==> src/rtl/core/srld_pkg.sv <==
// Shared types and codes for the sprite frame RLE decoder.
package srld_pkg;

    // Request function codes
    localparam logic [1:0] FUNC_PAL   = 2'd0;
    localparam logic [1:0] FUNC_BYTE  = 2'd1;
    localparam logic [1:0] FUNC_START = 2'd2;

    // Result kinds
    localparam logic [1:0] KIND_PIXEL = 2'd0;
    localparam logic [1:0] KIND_DONE  = 2'd1;
    localparam logic [1:0] KIND_ERROR = 2'd2;

    // Error codes
    localparam logic [1:0] ERR_NONE     = 2'd0;
    localparam logic [1:0] ERR_MARKER   = 2'd1;
    localparam logic [1:0] ERR_OVERFLOW = 2'd2;
    localparam logic [1:0] ERR_EARLY    = 2'd3;

    // Configuration register indexes
    localparam logic [1:0] CFG_WIDTH  = 2'd0;
    localparam logic [1:0] CFG_HEIGHT = 2'd1;
    localparam logic [1:0] CFG_KEY    = 2'd2;
    localparam logic [1:0] CFG_RAW    = 2'd3;

    localparam int PAL_ENTRIES = 256;
    localparam int PAL_AW      = $clog2(PAL_ENTRIES);

    typedef struct packed {
        logic [1:0]  func;
        logic [7:0]  data_byte;
        logic        stream_end;
        logic [7:0]  pal_index;
        logic [31:0] pal_color;
    } srld_req_t;

    typedef struct packed {
        logic [1:0]  kind;
        logic [15:0] pix_x;
        logic [15:0] pix_y;
        logic [31:0] color_out;
        logic [1:0]  err_code;
    } srld_rsp_t;

    typedef struct packed {
        logic [15:0] frame_width;
        logic [15:0] frame_height;
        logic        key_color_enable;
        logic        raw_mode;
    } srld_cfg_t;

    // Parser phases, one-hot
    typedef enum logic [12:0] {
        PH_IDLE    = 13'b0000000000001,
        PH_RAW     = 13'b0000000000010,
        PH_PEND    = 13'b0000000000100,
        PH_MARK_LO = 13'b0000000001000,
        PH_MARK_HI = 13'b0000000010000,
        PH_ROW_LO  = 13'b0000000100000,
        PH_ROW_HI  = 13'b0000001000000,
        PH_CNT_LO  = 13'b0000010000000,
        PH_CNT_HI  = 13'b0000100000000,
        PH_SKP_LO  = 13'b0001000000000,
        PH_SKP_HI  = 13'b0010000000000,
        PH_PIX     = 13'b0100000000000,
        PH_PAD     = 13'b1000000000000
    } srld_phase_t;

endpackage

==> src/rtl/core/srld_parser.sv <==
// Frame stream parser: decoder state and the per-request result.
module srld_parser (
    input  logic                clk,
    input  logic                rst_n,
    input  logic                fire,
    input  srld_pkg::srld_req_t req,
    input  logic [31:0]         pal_word,
    input  srld_pkg::srld_cfg_t cfg,
    output logic                hit,
    output srld_pkg::srld_rsp_t rsp
);
    import srld_pkg::*;

    srld_phase_t phase_reg, phase_next;
    logic [16:0] col_reg, col_next;
    logic [16:0] row_reg, row_next;
    logic [15:0] run_count_reg, run_count_next;
    logic [15:0] run_skip_reg, run_skip_next;
    logic [7:0]  low_byte_reg, low_byte_next;
    logic [31:0] raw_remaining_reg, raw_remaining_next;

    logic [15:0] word;
    logic [16:0] col_inc;
    logic [16:0] row_sum;
    logic [17:0] span;
    logic [15:0] run_dec;
    logic [31:0] raw_dec;
    logic [31:0] raw_total;
    logic [31:0] pix_color;
    logic        is_err;
    logic        is_done;
    logic        is_pix;
    logic        finishing;
    logic [1:0]  err_val;

    // shared datapath terms
    assign word      = {req.data_byte, low_byte_reg};
    assign col_inc   = col_reg + 17'd1;
    assign row_sum   = row_reg + {1'b0, word};
    assign span      = {1'b0, col_reg} + {2'b00, word} + {2'b00, run_count_reg};
    assign run_dec   = run_count_reg - 16'd1;
    assign raw_dec   = raw_remaining_reg - 32'd1;
    assign raw_total = {16'd0, cfg.frame_width} * {16'd0, cfg.frame_height};
    assign pix_color = (cfg.key_color_enable && (req.data_byte == 8'd0)) ? 32'd0 : pal_word;

    // next state and result
    always_comb
    begin
        phase_next         = phase_reg;
        col_next           = col_reg;
        row_next           = row_reg;
        run_count_next     = run_count_reg;
        run_skip_next      = run_skip_reg;
        low_byte_next      = low_byte_reg;
        raw_remaining_next = raw_remaining_reg;
        is_err             = 1'b0;
        is_done            = 1'b0;
        is_pix             = 1'b0;
        finishing          = 1'b0;
        err_val            = ERR_NONE;
        hit                = 1'b0;
        rsp                = '0;

        // pending raw completion goes out ahead of anything else
        if (phase_reg == PH_PEND)
        begin
            hit        = 1'b1;
            rsp.kind   = KIND_DONE;
            phase_next = PH_IDLE;
        end

        if (req.func == FUNC_START)
        begin
            col_next       = '0;
            row_next       = '0;
            run_count_next = '0;
            run_skip_next  = '0;
            low_byte_next  = '0;
            if (cfg.raw_mode)
            begin
                raw_remaining_next = raw_total;
                phase_next = (raw_total != 32'd0) ? PH_RAW : PH_PEND;
            end
            else
            begin
                phase_next = PH_MARK_LO;
            end
        end
        else if (req.func == FUNC_BYTE && phase_reg != PH_PEND && phase_reg != PH_IDLE)
        begin
            case (phase_reg)
                PH_RAW:
                begin
                    is_pix             = 1'b1;
                    raw_remaining_next = raw_dec;
                    if (col_inc >= {1'b0, cfg.frame_width})
                    begin
                        col_next = '0;
                        row_next = row_reg + 17'd1;
                    end
                    else
                    begin
                        col_next = col_inc;
                    end
                    if (raw_dec == 32'd0)
                    begin
                        phase_next = PH_PEND;
                        finishing  = 1'b1;
                    end
                end
                PH_MARK_LO:
                begin
                    low_byte_next = req.data_byte;
                    phase_next    = PH_MARK_HI;
                end
                PH_ROW_LO:
                begin
                    low_byte_next = req.data_byte;
                    phase_next    = PH_ROW_HI;
                end
                PH_CNT_LO:
                begin
                    low_byte_next = req.data_byte;
                    phase_next    = PH_CNT_HI;
                end
                PH_SKP_LO:
                begin
                    low_byte_next = req.data_byte;
                    phase_next    = PH_SKP_HI;
                end
                PH_MARK_HI:
                begin
                    run_count_next = word;
                    phase_next     = PH_ROW_LO;
                end
                PH_ROW_HI:
                begin
                    row_next = {1'b0, word};
                    if (run_count_reg != 16'd1)
                    begin
                        is_err     = 1'b1;
                        err_val    = ERR_MARKER;
                        phase_next = PH_IDLE;
                    end
                    else if (word >= cfg.frame_height)
                    begin
                        is_done    = 1'b1;
                        phase_next = PH_IDLE;
                    end
                    else
                    begin
                        col_next   = '0;
                        phase_next = PH_CNT_LO;
                    end
                end
                PH_CNT_HI:
                begin
                    run_count_next = word;
                    phase_next     = PH_SKP_LO;
                end
                PH_SKP_HI:
                begin
                    if (run_count_reg == 16'd0)
                    begin
                        // row skip record
                        row_next = row_sum;
                        col_next = '0;
                        if (row_sum >= {1'b0, cfg.frame_height})
                        begin
                            is_done    = 1'b1;
                            phase_next = PH_IDLE;
                        end
                        else
                        begin
                            phase_next = PH_CNT_LO;
                        end
                    end
                    else if (span > {2'b00, cfg.frame_width})
                    begin
                        is_err     = 1'b1;
                        err_val    = ERR_OVERFLOW;
                        phase_next = PH_IDLE;
                    end
                    else
                    begin
                        col_next      = col_reg + {1'b0, word};
                        run_skip_next = run_count_reg;
                        phase_next    = PH_PIX;
                    end
                end
                PH_PIX:
                begin
                    is_pix         = 1'b1;
                    col_next       = col_inc;
                    run_count_next = run_dec;
                    if (run_dec == 16'd0)
                    begin
                        if (run_skip_reg[0])
                        begin
                            phase_next = PH_PAD;
                        end
                        else
                        begin
                            if (col_inc >= {1'b0, cfg.frame_width})
                            begin
                                col_next = '0;
                            end
                            phase_next = PH_CNT_LO;
                        end
                    end
                end
                PH_PAD:
                begin
                    if (col_reg >= {1'b0, cfg.frame_width})
                    begin
                        col_next = '0;
                    end
                    phase_next = PH_CNT_LO;
                end
                default:
                begin
                    phase_next = PH_IDLE;
                end
            endcase

            // result priority: error or done, then early end, then pixel
            if (is_err || is_done)
            begin
                hit          = 1'b1;
                rsp.kind     = is_err ? KIND_ERROR : KIND_DONE;
                rsp.err_code = err_val;
            end
            else if (req.stream_end && !finishing)
            begin
                hit          = 1'b1;
                phase_next   = PH_IDLE;
                rsp.kind     = KIND_ERROR;
                rsp.err_code = ERR_EARLY;
            end
            else if (is_pix)
            begin
                hit           = 1'b1;
                rsp.kind      = KIND_PIXEL;
                rsp.pix_x     = col_reg[15:0];
                rsp.pix_y     = row_reg[15:0];
                rsp.color_out = pix_color;
            end
        end
    end

    // state registers
    always_ff @(posedge clk or negedge rst_n)
    begin
        if (!rst_n)
        begin
            phase_reg         <= PH_IDLE;
            col_reg           <= '0;
            row_reg           <= '0;
            run_count_reg     <= '0;
            run_skip_reg      <= '0;
            low_byte_reg      <= '0;
            raw_remaining_reg <= '0;
        end
        else if (fire)
        begin
            phase_reg         <= phase_next;
            col_reg           <= col_next;
            row_reg           <= row_next;
            run_count_reg     <= run_count_next;
            run_skip_reg      <= run_skip_next;
            low_byte_reg      <= low_byte_next;
            raw_remaining_reg <= raw_remaining_next;
        end
    end

endmodule
==> config.mk <==
export PLATFORM = sky130hd
export DESIGN_NAME = srld_parser
export DESIGN_NICKNAME = d
export VERILOG_FILES = /design/src/rtl/core/srld_pkg.sv /design/src/rtl/core/srld_parser.sv
export SDC_FILE = /design/constraint.sdc
export NUM_CORES = 1
export LEC_CHECK = 0
export BUFFER_PORTS_ARGS = -buffer_cell sky130_fd_sc_hd__buf_2
export CORE_UTILIZATION = 30
export CTS_CLUSTER_DIAMETER = 50
export DETAILED_ROUTE_END_ITERATION = 6
export GPL_TIMING_DRIVEN = 0
export PLACE_DENSITY = 0.47
export SLEW_MARGIN = 20
export SYNTH_ARGS = -nofsm -noshare
export SYNTH_HDL_FRONTEND = slang
export SYNTH_SLANG_ARGS = --single-unit
==> constraint.sdc <==
create_clock -name clk -period 18.4 [get_ports clk]
set_clock_uncertainty 0.05 [all_clocks]
set_input_delay 5.52 -clock clk [delete_from_list [all_inputs] [get_ports clk]]
set_output_delay 5.52 -clock clk [all_outputs]
set_load 0.03 [all_outputs]
---- Word level (Yosys, flattened, before mapping) ----
Index checks and enable logic that the tools add are counted.
operators by class
  add/sub/neg operators ................... 8
  $mul .................................... 1
  order comparisons ....................... 5
  eq/ne operators ......................... 26
  muxes and demuxes ....................... 89
  reductions and logical operators ........ 27
operators by type and width
  cell                   number
  $mux 17                14
  $mux 32                5
  $pmux 13 s11           1
  $mux 68                2
  $mux 64                2
  $mux 13                9
  $pmux 17 s5            1
  $mux 66                1
  $ge 17x16->1           3
  $pmux 17 s3            1
  $mux 8                 6
  $add 17x1->17 const B  2
  $add 17x16->17         2
  $logic_not 16->1       2
  $logic_not 32->1       1
  $mul 16x16->32         1
  $mux 16                2
  $pmux 16 s2            1
  $reduce_bool 32->1     1
  $sub 32x1->32 const B  1
  $mux 1                 31
  $add 17x16->18         1
  $add 18x16->18         1
  $gt 18x16->1           1
  42 further kinds       64
word-level totals
  flip-flop bits (word level) ............. 104
  input bits .............................. 120
  word-level logic and storage cells ...... 163

---- Logic depth before layout (Yosys ltp) ----
  depth in word-level cells ............... 12
  gate-level depth with buffers ........... 25

---- Least setup slack after synthesis ----
OpenSTA, ideal clock, no wires.
  path type ............................... in2out
  start ................................... input port req[41] (netlist bit)
  end ..................................... output port rsp[26] (netlist bit)
  data arrival time ....................... 9.864 ns
  data required time ...................... 12.830 ns
  slack ................................... 2.966 ns
  stages .................................. 21
  path through ............................ ha_1 and2_1 or2_2 a221oi_2 nor3_1 a21o_1 a21oi_1 xnor2_1 ha_1 o21ai_0 a21oi_1 a22oi_1 o21ai_0 or4_1 nand3_1 o32ai_1 nor4_2 and3b_1 buf_6 buf_6 and3_1
RTL lines
  item                RTL line           source
  start: declaration  srld_parser.sv:6   input srld_pkg::srld_req_t req,
  end: declaration    srld_parser.sv:10  output srld_pkg::srld_rsp_t rsp

==> results_dict.tcl <==
set metrics [dict create \
    status "finished, final reports clean" \
    relSlewSlack_pct 17.0 \
    grt_pass1_wl_mm 118 \
    insertion_delay_ns 0.40 \
    grt_pass1_vias 19400 \
    synth_top_area_share_pct 20.7 \
    clk_path_buf_depth 2 \
    cellPowerDensity_nw_per_um2 166 \
    min_period_ns 17.10 \
    finalCritPeriodShare_pct 92.9 \
    busiest_layer "met2" \
    die_x_um 264 \
    critPathCaptureType "output port" \
    dp_cells 3600 \
    r2r_cells 22 \
    synthArstFlopShare_pct 100 \
    area_delta_synth_final_pct 10.3 \
    netlist_area_um2 20600 \
    fin_total_pwr_w 0.00377 \
    holdPathEnd "raw_remaining_reg[31]" \
    ctsHoldBuffers 0 \
    criticalPathCategory "input pin to output port" \
    cts_repair_resize_count 0 \
    crit_fanout 10 \
    stdcell_count 3616 \
    drc 0 \
    insertedDiodeCount 0 \
    worst-path-buf-inv 4 \
    synth_most_common_cell "nand2_1" \
    use_met3_pct 2.94 \
    synth_edf_count 0 \
    setup_viol 0 \
    required_ns 12.83 \
    cp_slowest_cell "or4_1" \
    post-cts-setup-buffers 0 \
    synth.avg_cell_area_um2 7.97 \
    hp-class "flop to flop" \
    vias 19700 \
    synth_top_area_cell "fa_1" \
    drtPass1Iterations 6 \
    cts_max_level 3 \
    io_pins 189 \
    leakage_nw 11.1 \
    synth_warnings 0 \
    rows 95 \
    hold_start "raw_remaining_reg[31]" \
    ys_top_cells_by_area "fa_1 21%, ha_1 15%, dfrtp_1 12%, nand2_1 5.6%, inv_1 5.2%" \
    drive_gt1_share_pct 7.25 \
    critical-path-top-delay-family "simple AND/OR/NAND/NOR gates" \
    synthTopCellsByCount "306 x nand2_1, 287 x inv_1, 239 x ha_1, 238 x nor2_1, 213 x fa_1" \
    grt_max_degree 70 \
    fin_setup_tns_ns 0 \
    grtUsageTotal_pct 22.2 \
    post-route-util_pct 33.6 \
    cts_buffers 9 \
    die-area_um2 69800 \
    cts_root_buf "clkbuf_16" \
    final_antenna_net_count 0 \
    core_um2 67600 \
    ir_drop_v 0.000232 \
    ys.flop_type "dfrtp_1" \
    hold_violations 0 \
    rsz0062_at_grt "false" \
    ys_seq_area_share_pct 12.6 \
    worstPathArrival_ns 11.53 \
    use_met2_pct 34.8 \
    use_met1_pct 31.4 \
    antenna_found_initial 0 \
    synth_nets 3158 \
    final_net_count 3310 \
    maxCapViolCount 0 \
    worstMarginPinSlew_ns 1.24 \
    critPathMaxStageDelay_ns 0.53 \
    r2r_start "low_byte_reg[1]" \
    port_buffers 140 \
    cts_tree "yes" \
    clkSinkCount 104 \
    slew_violations 0 \
    netlist-cell-type-count 87 \
    wirelength_mm 77.1 \
    synth-seq-cells 104 \
    initial_core_util_pct 30.5 \
    r2r_slack_ns 11.44 \
    r2r-end "col_reg[13]" \
    timing.fmax_ghz 0.0585 \
    overflow 0 \
    viasPerCell 5.45 \
    drtIter0Drc 1704 \
    synthCells 2586 \
    die_h_um 264 \
    gp_congestion 0.909 \
    cp.depth 23 \
    largest_reg_flops 32 \
    routedWlPerCell_um 21.3 \
    path_clk_slew_ns 0.06 \
    whs_path_depth 2 \
    start_kind "input pin" \
    path_cells "buf_2, ha_1, and2_1, a31o_2, a41oi_1, a21oi_1, a211oi_1, mux2i_1, nand2_1, ha_1, nor4_1, o211ai_1, a22oi_1, o21ai_0, or4_1, nand3_1, o32ai_1, nor4_2, and3b_1, buf_6, buf_6, and3_1, buf_2" \
    dp_hpwl_mm 62.2 \
]
[tightest hold or removal path, delay by kind of cell (launching register included)]
family             cells  cell delay [ns]
DFF                    1             0.37
AOI/OAI and AO/OA      2             0.17
[placed cells by master, fill, tap and decap left out, types with 103 or more instances in the layout]
cell / Yosys / final
nor2_1: 238 / 238
inv_1: 287 / 287
ha_1: 239 / 239
clkbuf_1: 100 / 103
buf_2: 3 / 142
a21oi_1: 151 / 150
fa_1: 213 / 213
o21ai_0: 138 / 138
nand2_1: 306 / 306
dfrtp_1: 103 / 103
[worst max-delay path by stage]
| stage | endpoint | from | slack [ns] |
|---|---|---|---|
| after floorplan | rsp[26] | req[41] | 2.97 |
| final | rsp[14] | req[41] | 1.30 |
| after CTS | rsp[50] | req[41] | 1.44 |
| after detailed placement | rsp[50] | req[41] | 1.47 |
| after global placement | rsp[50] | req[41] | 1.53 |
| after global routing | rsp[52] | req[41] | 1.05 |
[final cells by class]
type                    instances  area (um^2)
inverters                     294         1100
clock buffers                  12          236
multi-input cells            2073        16500
clock inverters                 4         36.3
flip-flops and latches        104         2600
fillers                      7075        44900
plain buffers                 115          480
repair buffers                141          734
well taps                     873         1090
[per-layer routing]
layer	up-vias	routed length (um)	part of all wire, %
met4	0	2200	2.9
met5	-	0	0
li1	9214	-	-
met1	9731	35600	46
met2	682	34600	45
met3	94	4640	6.0
[power breakdown]
part           leakage [nW]  total (W)  switching (W)  internal [W]
registers              1.36   0.000407       0.000122      0.000286
clock network         0.130   0.000204       0.000109     0.0000944
logic                  9.57    0.00316        0.00194       0.00122
[metrics by stage]
step | setup WS [ns] | hold WS (ns) | instance area, um^2
2_1_floorplan | 2.97 | 0.464 | 20600
3_3_place_gp | 1.53 | 0.508 | 22400
3_5_place_dp | 1.47 | 0.516 | 22500
4_1_cts | 1.44 | 0.527 | 22700
5_1_grt | 1.05 | 0.577 | 22700
6_report | 1.30 | 0.536 | 22700
[cells by family after synthesis]
group / count (synthesis) / share of synthesized area [%]
mux: 5 / 0.243
buf+inv: 409 / 7.68
flops: 104 / 12.6
fa+ha+maj: 452 / 35.2
simple gates: 963 / 22.8
compound gates: 550 / 17.1
xor+xnor: 103 / 4.37
Power figures use the tool's default switching activity.
